[config.mk]
export PLATFORM = sky130hd
export DESIGN_NAME = rtc_bcd_register_codec
export DESIGN_NICKNAME = d
export VERILOG_FILES = /design/src/hw/rtl/rbc_pkg.sv /design/src/hw/rtl/rtc_bcd_register_codec.sv
export VERILOG_INCLUDE_DIRS = /design/src /design/src/hw/rtl
export SDC_FILE = /design/constraint.sdc
export NUM_CORES = 1
export LEC_CHECK = 0
export BUFFER_PORTS_ARGS = -buffer_cell sky130_fd_sc_hd__buf_2
export CAP_MARGIN = 30
export CORE_AREA = 3 3 164 166
export CTS_CLUSTER_DIAMETER = 100
export DETAILED_ROUTE_END_ITERATION = 8
export DIE_AREA = 0 0 167 169
export PLACE_DENSITY = 0.86
export SETUP_SLACK_MARGIN = 0.02
export SLEW_MARGIN = 15
export SYNTH_ARGS = -nofsm -noshare
export SYNTH_HDL_FRONTEND = slang
export SYNTH_SLANG_ARGS = --single-unit
export TNS_END_PERCENT = 20
[constraint.sdc]
create_clock -name clk -period 9.61 [get_ports clk]
set_input_delay 1.922 -clock clk [delete_from_list [all_inputs] [get_ports clk]]
set_output_delay 1.922 -clock clk [all_outputs]
set_load 0.02 [all_outputs]
[src/hw/rtl/rtc_bcd_register_codec_macros.svh]
// Assertion macros for the RTC BCD register codec.
// Included by RTL files that carry concurrent assertions; no other dependencies.
`ifndef RTC_BCD_REGISTER_CODEC_MACROS_SVH
`define RTC_BCD_REGISTER_CODEC_MACROS_SVH

`ifndef ASSERT_OFF

// Same-cycle implication, disabled in reset.
`define RBC_ASSERT_IMP(name, clk, rst_n, ante, cons) \
    name: assert property (@(posedge clk) disable iff (!rst_n) (ante) |-> (cons)) \
        else $error("rbc assertion failed");

// Next-cycle implication, disabled in reset.
`define RBC_ASSERT_NXT(name, clk, rst_n, ante, cons) \
    name: assert property (@(posedge clk) disable iff (!rst_n) (ante) |=> (cons)) \
        else $error("rbc assertion failed");

`else

`define RBC_ASSERT_IMP(name, clk, rst_n, ante, cons)
`define RBC_ASSERT_NXT(name, clk, rst_n, ante, cons)

`endif

`endif

[src/hw/rtl/rbc_pkg.sv]
// Package for the RTC BCD register codec: codes, constants, result type
// and the BCD helper functions. No dependencies.
`default_nettype none

package rbc_pkg;

    typedef enum logic {
        ACTION_DECODE = 1'b0,
        ACTION_ENCODE = 1'b1
    } action_t;

    typedef enum logic [1:0] {
        STATUS_OK        = 2'd0,
        STATUS_BIT_ERR   = 2'd1,
        STATUS_RANGE_ERR = 2'd2
    } status_t;

    localparam logic [7:0]  CTRL_MASK   = 8'h6C;
    localparam logic [7:0]  HALT_CLEAR  = 8'h7F;
    localparam logic [11:0] YEAR_BASE   = 12'd2000;
    localparam logic [7:0]  YEAR_MAX    = 8'd99;
    localparam logic [6:0]  MINUTE_MAX  = 7'd59;
    localparam logic [6:0]  HOUR_MAX    = 7'd23;
    localparam logic [2:0]  WEEKDAY_MAX = 3'd6;
    localparam logic [5:0]  DAY_MAX     = 6'd31;
    localparam logic [4:0]  MONTH_MAX   = 5'd12;

    typedef struct packed {
        status_t     status;
        logic [6:0]  minute;
        logic [6:0]  hour;
        logic [2:0]  weekday;
        logic [5:0]  day;
        logic [4:0]  month;
        logic [11:0] year;
        logic [55:0] image;
    } result_t;

    // Binary to packed BCD for values below 100; tens by reciprocal multiply.
    function automatic logic [7:0] to_bcd(input logic [6:0] v);
        logic [14:0] prod;
        logic [3:0]  tens;
        logic [6:0]  units;
        prod  = 15'(v) * 15'd205;
        tens  = prod[14:11];
        units = v - 7'(tens) * 7'd10;
        return {tens, units[3:0]};
    endfunction

    // Remainder by 100 of a 14-bit value via reciprocal multiply.
    function automatic logic [6:0] mod_100(input logic [13:0] v);
        logic [26:0] prod;
        logic [7:0]  quot;
        logic [13:0] rem;
        prod = 27'(v) * 27'd5243;
        quot = prod[26:19];
        rem  = v - 14'(quot) * 14'd100;
        return rem[6:0];
    endfunction

endpackage

`default_nettype wire

[src/hw/rtl/rtc_bcd_register_codec.sv]
// RTC BCD register codec
//
// Converts between an RTC chip's eight-byte BCD register image and binary
// date and time. action = decode: checks reserved bits and field ranges
// of reg_image and returns status plus the binary fields (year + 2000);
// fields are zero unless status is ok, and image_out is zero.
// action = encode: packs the binary inputs into seven BCD bytes on
// image_out, keeping byte 0 of reg_image with its halt bit cleared and
// reducing the year modulo 100; status and binary outputs are zero.
// Input and output channels are valid/ready. An accepted item is held in
// an input register, converted, and placed in the result register, from
// which it is offered on out_valid. One item is accepted per cycle while
// the receiver takes results; the valid/ready pipeline between the two
// registers sets that rate.
// When the receiver stalls, the result register holds and the input
// register can still take one more item; after that in_ready drops.
// Reset empties both registers; no result is pending after reset.
//
// Depends on rbc_pkg and rtc_bcd_register_codec_macros.svh.
`default_nettype none
`include "rtc_bcd_register_codec_macros.svh"

module rtc_bcd_register_codec
    import rbc_pkg::*;
(
    input  wire logic        clk,
    input  wire logic        rst_n,
    input  wire logic        in_valid,
    output logic             in_ready,
    input  wire logic        action,
    input  wire logic [63:0] reg_image,
    input  wire logic [5:0]  minute_in,
    input  wire logic [4:0]  hour_in,
    input  wire logic [2:0]  weekday_in,
    input  wire logic [4:0]  day_in,
    input  wire logic [3:0]  month_in,
    input  wire logic [13:0] year_in,
    output logic             out_valid,
    input  wire logic        out_ready,
    output logic [1:0]       status,
    output logic [6:0]       minute_out,
    output logic [6:0]       hour_out,
    output logic [2:0]       weekday_out,
    output logic [5:0]       day_out,
    output logic [4:0]       month_out,
    output logic [11:0]      year_out,
    output logic [55:0]      image_out
);

    logic        s1_valid_reg, s1_valid_next;
    logic        out_valid_reg, out_valid_next;
    logic        action_reg;
    logic [63:0] image_reg;
    logic [5:0]  minute_reg;
    logic [4:0]  hour_reg;
    logic [2:0]  weekday_reg;
    logic [4:0]  day_reg;
    logic [3:0]  month_reg;
    logic [13:0] year_reg;
    result_t     result_reg, result_next;
    logic        advance;

    logic [7:0]  b0, b1, b2, b3, b4, b5, b6, b7;
    logic [6:0]  dec_minute, dec_hour;
    logic [5:0]  dec_day;
    logic [4:0]  dec_month;
    logic [7:0]  dec_year;
    logic        bit_err, range_err;

    assign advance  = !out_valid_reg || out_ready;
    assign in_ready = !s1_valid_reg || advance;

    always_comb
    begin
        s1_valid_next  = in_ready ? in_valid : s1_valid_reg;
        out_valid_next = advance ? s1_valid_reg : out_valid_reg;
    end

    always_ff @(posedge clk or negedge rst_n)
    begin
        if (!rst_n)
        begin
            s1_valid_reg  <= 1'b0;
            out_valid_reg <= 1'b0;
        end
        else
        begin
            s1_valid_reg  <= s1_valid_next;
            out_valid_reg <= out_valid_next;
        end
    end

    always_ff @(posedge clk)
    begin
        if (in_valid && in_ready)
        begin
            action_reg  <= action;
            image_reg   <= reg_image;
            minute_reg  <= minute_in;
            hour_reg    <= hour_in;
            weekday_reg <= weekday_in;
            day_reg     <= day_in;
            month_reg   <= month_in;
            year_reg    <= year_in;
        end
        if (advance && s1_valid_reg)
        begin
            result_reg <= result_next;
        end
    end

    assign b0 = image_reg[7:0];
    assign b1 = image_reg[15:8];
    assign b2 = image_reg[23:16];
    assign b3 = image_reg[31:24];
    assign b4 = image_reg[39:32];
    assign b5 = image_reg[47:40];
    assign b6 = image_reg[55:48];
    assign b7 = image_reg[63:56];

    // Unpack BCD; digits above 9 keep their raw weight.
    assign dec_minute = 7'(b1[6:4]) * 7'd10 + 7'(b1[3:0]);
    assign dec_hour   = 7'(b2[6:4]) * 7'd10 + 7'(b2[3:0]);
    assign dec_day    = 6'(b4[5:4]) * 6'd10 + 6'(b4[3:0]);
    assign dec_month  = 5'(b5[4]) * 5'd10 + 5'(b5[3:0]);
    assign dec_year   = 8'(b6[7:4]) * 8'd10 + 8'(b6[3:0]);

    assign bit_err = b0[7] || b1[7] || b2[7] || (b3[7:3] != 5'd0)
                  || (b4[7:6] != 2'd0) || (b5[7:5] != 3'd0)
                  || ((b7 & CTRL_MASK) != 8'd0);

    assign range_err = (dec_minute > MINUTE_MAX) || (dec_hour > HOUR_MAX)
                    || (b3[2:0] > WEEKDAY_MAX) || (dec_month > MONTH_MAX)
                    || (dec_day > DAY_MAX) || (dec_day == 6'd0)
                    || (dec_month == 5'd0) || (dec_year > YEAR_MAX);

    always_comb
    begin
        result_next = '0;
        result_next.status = STATUS_OK;
        if (action_reg == ACTION_ENCODE)
        begin
            result_next.image = {to_bcd(mod_100(year_reg)),
                                 to_bcd(7'(month_reg)),
                                 to_bcd(7'(day_reg)),
                                 5'd0, weekday_reg,
                                 to_bcd(7'(hour_reg)),
                                 to_bcd(7'(minute_reg)),
                                 b0 & HALT_CLEAR};
        end
        else
        begin
            priority if (bit_err)
            begin
                result_next.status = STATUS_BIT_ERR;
            end
            else if (range_err)
            begin
                result_next.status = STATUS_RANGE_ERR;
            end
            else
            begin
                result_next.minute  = dec_minute;
                result_next.hour    = dec_hour;
                result_next.weekday = b3[2:0];
                result_next.day     = dec_day;
                result_next.month   = dec_month;
                result_next.year    = 12'(dec_year) + YEAR_BASE;
            end
        end
    end

    assign out_valid   = out_valid_reg;
    assign status      = result_reg.status;
    assign minute_out  = result_reg.minute;
    assign hour_out    = result_reg.hour;
    assign weekday_out = result_reg.weekday;
    assign day_out     = result_reg.day;
    assign month_out   = result_reg.month;
    assign year_out    = result_reg.year;
    assign image_out   = result_reg.image;

    `RBC_ASSERT_IMP(a_fail_zero, clk, rst_n,
        out_valid_reg && result_reg.status != STATUS_OK,
        result_reg.minute == 7'd0 && result_reg.year == 12'd0 && result_reg.image == 56'd0)

    `RBC_ASSERT_IMP(a_encode_clean, clk, rst_n,
        out_valid_reg && result_reg.image != 56'd0,
        result_reg.status == STATUS_OK && result_reg.year == 12'd0 && result_reg.day == 6'd0)

    `RBC_ASSERT_IMP(a_decode_year, clk, rst_n,
        out_valid_reg && result_reg.year != 12'd0,
        result_reg.year >= YEAR_BASE && result_reg.year <= YEAR_BASE + 12'(YEAR_MAX)
        && result_reg.image == 56'd0)

    `RBC_ASSERT_NXT(a_advance, clk, rst_n,
        s1_valid_reg && !out_valid_reg,
        out_valid_reg)

endmodule

`default_nettype wire

==> Word-level counts from Yosys, hierarchy flattened <==
Index checks and enable logic that the tools add are counted.
{ "op_classes": {"magnitude_cmp": 6, "mul": 17, "n_reduce_logical": 27, "addsub": 12, "mux": 2} }
{ "op_table": {"columns": ["cell", "n"], "rows": [
  ["$mul 14x13->27 const B", 1],
  ["$mul 5x8->13 const B", 2],
  ["$sub 4x4->4", 5],
  ["$logic_or 1x1->1", 15],
  ["$mul 7x8->15 const B", 1],
  ["$add 7x4->7", 2],
  ["$mul 6x8->14 const B", 1],
  ["$add 8x11->12 const B", 1],
  ["$mul 3x3->6 const B", 2],
  ["$mul 4x8->12 const B", 1],
  ["$add 8x4->8", 1],
  ["$gt 8x7->1 const B", 1],
  ["$mul 8x5->5 const B", 1],
  ["$reduce_bool 8->1", 1],
  ["$gt 7x5->1 const B", 1],
  ["$gt 7x6->1 const B", 1],
  ["$mul 4x3->7 const B", 1],
  ["$sub 7x7->7", 1],
  ["$add 6x4->6", 1],
  ["$gt 6x5->1 const B", 1],
  ["$logic_not 6->1", 1],
  ["$mul 2x3->3 const B", 2],
  ["$add 5x4->5", 1],
  ["$gt 5x4->1 const B", 1],
  ["16 further kinds", 18]
]} }
{ "word_totals": {"input_bits": 106, "ff_bits": 201, "output_inout_bits": 100, "wordCells": 84} }

==> Depth between registers and ports, before layout <==
Gate-level depths: netlist of run 1.
{ "logic_depth": {"ltp_word": 12, "mapped_depth": 41, "ltp_nobuf": 41} }

==> Least setup slack after synthesis of run 1 <==
OpenSTA, ideal clock, no wires.
{ "synth_timing": {"kind": "register to register", "startpoint": "register year_reg[11]", "endpoint": "register result_reg, in the netlist image_out[51] (data pin)", "path_stages_with_launch": 39, "slack_ps": 94, "t_arrival_ps": 9250, "path_cell_list": "edfxtp_1 fa_1 ha_1 inv_1 fa_1 inv_1 fa_1 inv_1 fa_1 inv_1 ha_1 a21o_1 a211oi_1 o22ai_1 a21o_1 a2111oi_0 a311oi_1 ha_1 [3 not listed] xnor3_1 ha_1 ha_1 fa_1 inv_1 fa_1 inv_1 ha_1 o2111a_1 o2111a_1 a311oi_2 ha_1 inv_1 fa_1 xor2_1 xnor2_1 xnor3_1 nor2_1"} }
{ "synth_between": {"elab_chain_len": 6} }
{ "synth_rtl": {"columns": ["element", "line", "source"], "rows": [
  ["from (decl)", "rtc_bcd_register_codec.sv:59", "logic [13:0] year_reg;"],
  ["from (signal assigned)", "rtc_bcd_register_codec.sv:104", "year_reg <= year_in;"],
  ["$mul 14x13->27 *", "rbc_pkg.sv:55", "prod = 27'(v) * 27'd5243;"],
  ["$mul 8x5->5 *", "rbc_pkg.sv:57", "rem = v - 14'(quot) * 14'd100;"],
  ["$sub 7x7->7 *", "rbc_pkg.sv:57", null],
  ["$mul 7x8->15", "rbc_pkg.sv:44", "prod = 15'(v) * 15'd205;"],
  ["$mul 4x3->3", "rbc_pkg.sv:46", "units = v - 7'(tens) * 7'd10;"],
  ["$sub 4x4->4 *", "rbc_pkg.sv:46", null],
  ["to (signal assigned)", "rtc_bcd_register_codec.sv:108", "result_reg <= result_next;"],
  ["to (decl)", "rtc_bcd_register_codec.sv:60", "result_t result_reg, result_next;"]
]} }
Mark *: on every way between the ends. The rest lies on a longest branch, timed or not.
A chain may end at the register's enable or synchronous reset.

==> Worst setup path after layout of run 1 <==
{ "layout_timing": {"startpoint": "register year_reg[9]", "endpoint": "register result_reg, in the netlist image_out[51] (data pin)"} }
The elaborated chain is that of the path after synthesis.

==> run metrics, run 1 <==
CP Launch Point year_reg[9]; worst min path class reg -> reg; final worst slack -0.198 ns; Yosys top cell by area edfxtp_1; Antenna Nets Post-Route 0; Synth cell types 63; DR pass1 iterations 6; crit path max fanout 3; # clock sinks 183; total number of vias 9,006; antenna violations before repair 1; worst setup path endpoint image_out[51]; top-area cell type share of the netlist area 40.1%; Worst Setup Path Type reg -> reg; startpoint types flip-flop; CTS max path bufs 2; highest clock rate 0.102 GHz; slew at the pin with the worst max-slew slack between 0.9 and 1 ns; Final min period 9.81 ns; largest net degree at the start of global routing 60; most frequent cells after synthesis ha_1, inv_1, edfxtp_1; CP bufs+invs 11; fillers 1,807; Worst Reg-to-Reg Cells 41; via density per instance 5.25; H-tree levels 4; DIE WIDTH 167 um; slowest stage delay, CP 0.59 ns; total CTS buffers 17; Mapped Area 13,500 um2; Worst path top cell family by delay adder cells; RR Startpoint year_reg[9]; Final Hold Viols 0; failing checks setup timing; fin nets between 1.5k and 2k; PortBufs 187; CTS root buffer clkbuf_16; MaxCap Viol Count 0; placed inst area 15,300 um2; post-synthesis cell count 1,078; worst path arrival time 10.10 ns; slew margin rel. 38.9%; vias in the first global route 9,841; Worst path depth 41; CTS tree done; Pins Over Slew Limit 0; Initial Util 52.6%; # rows 59; Seq/Total Area, Yosys 40.5%; Clock transition at path regs around 0.09 ns; CP dominant cell by count fa_1; RSZ-0062 raised after global routing true; Final setup viols 1; post-synthesis register bit count 183; CP Data Required Time between 9 and 10 ns; Die Area around 28,000 um2; clock latency on the worst-skew pair 0.45 ns; Largest register FFs 60; final cycle utilization of the critical path 102%; gpl congestion 0.906; flop-to-flop setup slack -0.20 ns; Ports 206; average wire per standard cell ~18 um; critical path's slowest cell fa_1; final instance area 16,600 um2; Syn Area/Cell 12.6 um2; area growth from synthesis to layout 22.7%; status finished with violations; yosys warns 0; DRC viols 0; DPL Wire Length approximately 22,000 um; Synth area leaders edfxtp_1, ha_1, fa_1; multi-input logic area 7630 um2; Post-synth EDFFs 181; Worst R2R End image_out[51]; global-route wire length before repair 48,300 um; hold_buf cts 0; skew final 0.0243 ns; Synth Flop Type edfxtp_1; grt ovf 0; ys async rst share under 10%; register area between 5000 and 6000 um2; Die H 169 um; Initial DRC Count 555; GRT Total Usage between 20% and 30%; layout cells sized above 1 29.7%; DRT Wirelength 30,300 um; critical path endpoint category flip-flop; Layout Utilization 64.5%; Core ar. 25,800 um2; most common cell in the synthesized netlist ha_1
-- metrics by stage --
step / setup slack [ns] / instances / hold slack (ns) / setup TNS [ns]
2_1_floorplan: 0.0942 / 1096 / 0.449 / 0
3_3_place_gp: -0.427 / 1655 / 0.472 / -0.458
3_5_place_dp: -0.638 / 1656 / 0.492 / -0.841
4_1_cts: -0.0676 / 1706 / 0.512 / -0.0676
5_1_grt: -0.530 / 1715 / 0.548 / -0.789
6_report: -0.198 / 1715 / 0.511 / -0.198
-- cell usage in the layout, fill, tap and decap left out, types with 7 or more instances in the layout --
cell type,n
nand2_1,18
nand3_1,12
conb_1,19
fa_1,83
buf_2,187
ha_4,19
nor2_1,30
buf_4,78
xor2_1,13
a21oi_1,24
edfxtp_1,181
inv_1,190
buf_6,9
fa_2,7
clkbuf_16,17
inv_2,17
a21o_1,18
o21ai_0,8
ha_1,217
and2_1,44
nand2b_1,11
xnor2_1,29
-- layer usage --
metal / vias up / GRT usage, % / wire length [um] / part of all wire (%)
li1: 4234 / - / - / -
met1: 4410 / 24.8 / 11400 / 38
met2: 286 / 39.6 / 16300 / 54
met3: 76 / 4.46 / 1650 / 5.4
met4: 0 / 7.93 / 975 / 3.2
met5: - / 0 / 0 / 0
-- cell families (layout without fill, tap and decap cells) --
family | Yosys count | in the layout | share of synthesized area, %
xor gates and xnor gates | 51 | 51 | 3.81
and+or+nand+nor | 170 | 170 | 7.33
other | 1 | 20 | 0.0277
buffers and inverters | 231 | 514 | 6.98
adders and majority gates | 334 | 334 | 35.8
muxes | 2 | 2 | 0.148
AOI/OAI and AO/OA | 106 | 106 | 5.40
DFF | 183 | 183 | 40.5
-- cell type report --
type | instances | area share (%)
multi-input cells | 682 | 45.9
flip-flops and latches | 183 | 33.0
repair buffers | 275 | 9.93
inverters | 207 | 4.68
clock buffers | 17 | 2.56
well taps | 335 | 2.52
clock inverters | 15 | 1.35
diodes | 1 | 0.0151
-- worst reg2reg max path, delay by kind of cell (launching register included) --
family                     cells  cell delay, ns
adders and majority gates     14            5.31
AOI/OAI and AO/OA             10            1.94
buffers and inverters         11            1.00
xor gates and xnor gates       4            0.76
DFF                            1            0.45
and+or+nand+nor                2            0.22
-- repair_timing --
action                                  4_1_cts  5_1_grt
pin swaps                                    64       53
endpoints found under the setup margin        2        2
setup buffers                                18        8
gates resized for setup                      65       31
-- worst min-delay path by stage --
stage / startpoint / to / slack, ns / cells after the start
after floorplan: s1_valid_reg / out_valid / 0.45 / 1
after global placement: s1_valid_reg / out_valid / 0.47 / 1
after detailed placement: s1_valid_reg / out_valid / 0.49 / 1
after CTS: s1_valid_reg / out_valid / 0.51 / 1
after global routing: image_reg[6] / image_out[6] / 0.55 / 1
final: s1_valid_reg / out_valid / 0.51 / 1
Power of run 1 is left out: the tool's default activity adds up to more than one toggle a clock period on the data nets, which glitch-free logic cannot reach.
==> inputs of run 2 (changes only) <==
REMOVE_ABC_BUFFERS = 1   (was unset)
==> run metrics, run 2 (synthesis results as in run 1) <==
DRT Wirelength 30,000 um (-1.0%); average wire per standard cell 17.6 um (-0.27%); Met2 Wirelength 16,100 um (-1.2%); CP dominant cell by count fa_1; multi-input logic area 7510 um2 (-1.7%); slew at the pin with the worst max-slew slack 0.713 ns (-0.202 ns); final worst slack -0.247 ns (-0.0484 ns); global-route wire length before repair 47,900 um (-0.83%); Core ar. 25,800 um2 (unchanged); layout cells sized above 1 26.9% (-2.8 points); total number of vias 8,879 (-1.4%); final cycle utilization of the critical path 103% (+0.50 points); # rows 59 (unchanged); critical path endpoint category flip-flop; highest routing layer actually used met5; Die Area 28,200 um2 (unchanged); Die H 169 um (unchanged); via density per instance 5.22 (-0.66%); # clock sinks 183 (unchanged); Setup TNS -0.247 ns (-0.0484 ns); largest net degree at the start of global routing 60 (unchanged); hold_buf cts 0 (unchanged); CP Data Required Time 9.89 ns (-0.02 ns); DRC viols 0 (unchanged); CTS max path bufs 2 (unchanged); crit path max fanout 5 (+2); most common cell after layout, fill and taps aside ha_1; Ports 206 (unchanged); status finished with violations; fillers 1,835 (+1.5%); DR pass1 iterations 5 (-1); ANT cells 0 (-1); slew margin rel. 52.5% (+14 points); most frequent cells in the layout ha_1, inv_1, buf_2; DPL Wire Length 22,600 um (+0.80%); Pins Over Slew Limit 0 (unchanged); CTS root buffer clkbuf_16; Initial DRC Count 523 (-5.8%); vias in the first global route 9,809 (-0.33%); DIE WIDTH 167 um (unchanged); worst min path class reg -> reg; slowest stage delay, CP 0.54 ns (-0.05 ns); WL met1 11,600 um (+2.2%); worst path arrival time 10.14 ns (+0.04 ns); WL met3 1550 um (-5.8%); H-tree levels 4 (unchanged); Final min period 9.86 ns (+0.0484 ns); highest clock rate 0.101 GHz (-0.49%); PortBufs 187 (unchanged); Initial Util 52.6% (unchanged); failing checks setup timing; critical path's slowest cell fa_1; clock latency on the worst-skew pair 0.44 ns (about the same); Antenna Nets Post-Route 0 (unchanged); Layout Utilization 63.6% (-0.90 points); fin nets 1,792 (-0.67%); grt ovf 0 (unchanged); CTS tree done; register area 5490 um2 (unchanged); area growth from synthesis to layout 21.0%; GRT Total Usage 21.3% (-0.27 points); gpl congestion 0.843 (-6.9%); total CTS buffers 17 (unchanged); Worst Setup Path Type reg -> reg; startpoint types flip-flop; Largest register FFs 60 (unchanged); Clock transition at path regs 0.10 ns (about the same); Final setup viols 1 (unchanged); RSZ-0062 raised after global routing true; skew final 0.0260 ns (+0.00173 ns); Final Hold Viols 0 (unchanged); hold slack 0.510 ns (-0.00103 ns); antenna violations before repair 3 (+2); MaxCap Viol Count 0 (unchanged)
-- run 2: changes by cell type in the layout (fill, tap and decap cells not counted), moves of 3 or more --
cell and change:
ha_2 -3, buf_4 -9, buf_6 -3, fa_2 -3
ha_4 -6, inv_1 +11, o21ai_2 -3, fa_1 +3
o21ai_1 +3, inv_2 -11, ha_1 +9
-- run 2: worst paths after layout --
kind,startpoint,end,slack (ns),cells past startpoint
worst min register to register,s1_valid_reg,out_valid,0.51,1
worst max-delay path,year_reg[11],image_out[51],-0.25,39
worst max register to register,year_reg[11],image_out[51],-0.25,39
max in group asynchronous,rst_n,out_valid,8.27,1
min in group asynchronous,rst_n,s1_valid_reg,1.24,1
worst min-delay path,s1_valid_reg,out_valid,0.51,1
-- run 2: final cells by class --
type | count | share of cell area [%]
Clock buffer | 17 | 2.60
Clock inverter | 15 | 1.36
Inverter | 207 | 4.74
Multi-Input combinational cell | 682 | 45.8
Sequential cell | 183 | 33.5
Tap cell | 335 | 2.56
Timing Repair Buffer | 263 | 9.45
-- run 2: worst max-delay path: cells and delay by family (launching register included) --
| kind | cells | cell delay [ns] |
|---|---|---|
| AOI/OAI and AO/OA | 8 | 1.55 |
| xor gates and xnor gates | 9 | 1.84 |
| adders and majority gates | 14 | 5.13 |
| buffers and inverters | 6 | 0.48 |
| DFF | 1 | 0.51 |
| and+or+nand+nor | 2 | 0.19 |
-- run 2: metal layers --
layer	global-route usage, %	up-vias
met3	3.92	53
met1	24.8	4369
met4	6.71	6
met5	0	-
met2	39.7	261
li1	-	4190
-- run 2: per-stage QoR --
stage / std cells / cell area, um2 / setup WS (ns)
after floorplan: 1072 / 13400 / 0.0921
after global placement: 1646 / 15200 / -0.138
after detailed placement: 1647 / 15200 / -0.302
after CTS: 1695 / 16300 / 0.0280
after global routing: 1702 / 16400 / -0.617
final: 1702 / 16400 / -0.247
-- run 2: repair_timing --
action	in CTS	in global routing
gates resized for setup	51	12
setup buffers	16	7
endpoints found under the setup margin	2	3
pin swaps	52	22
Power of run 2 is left out for the same reason.
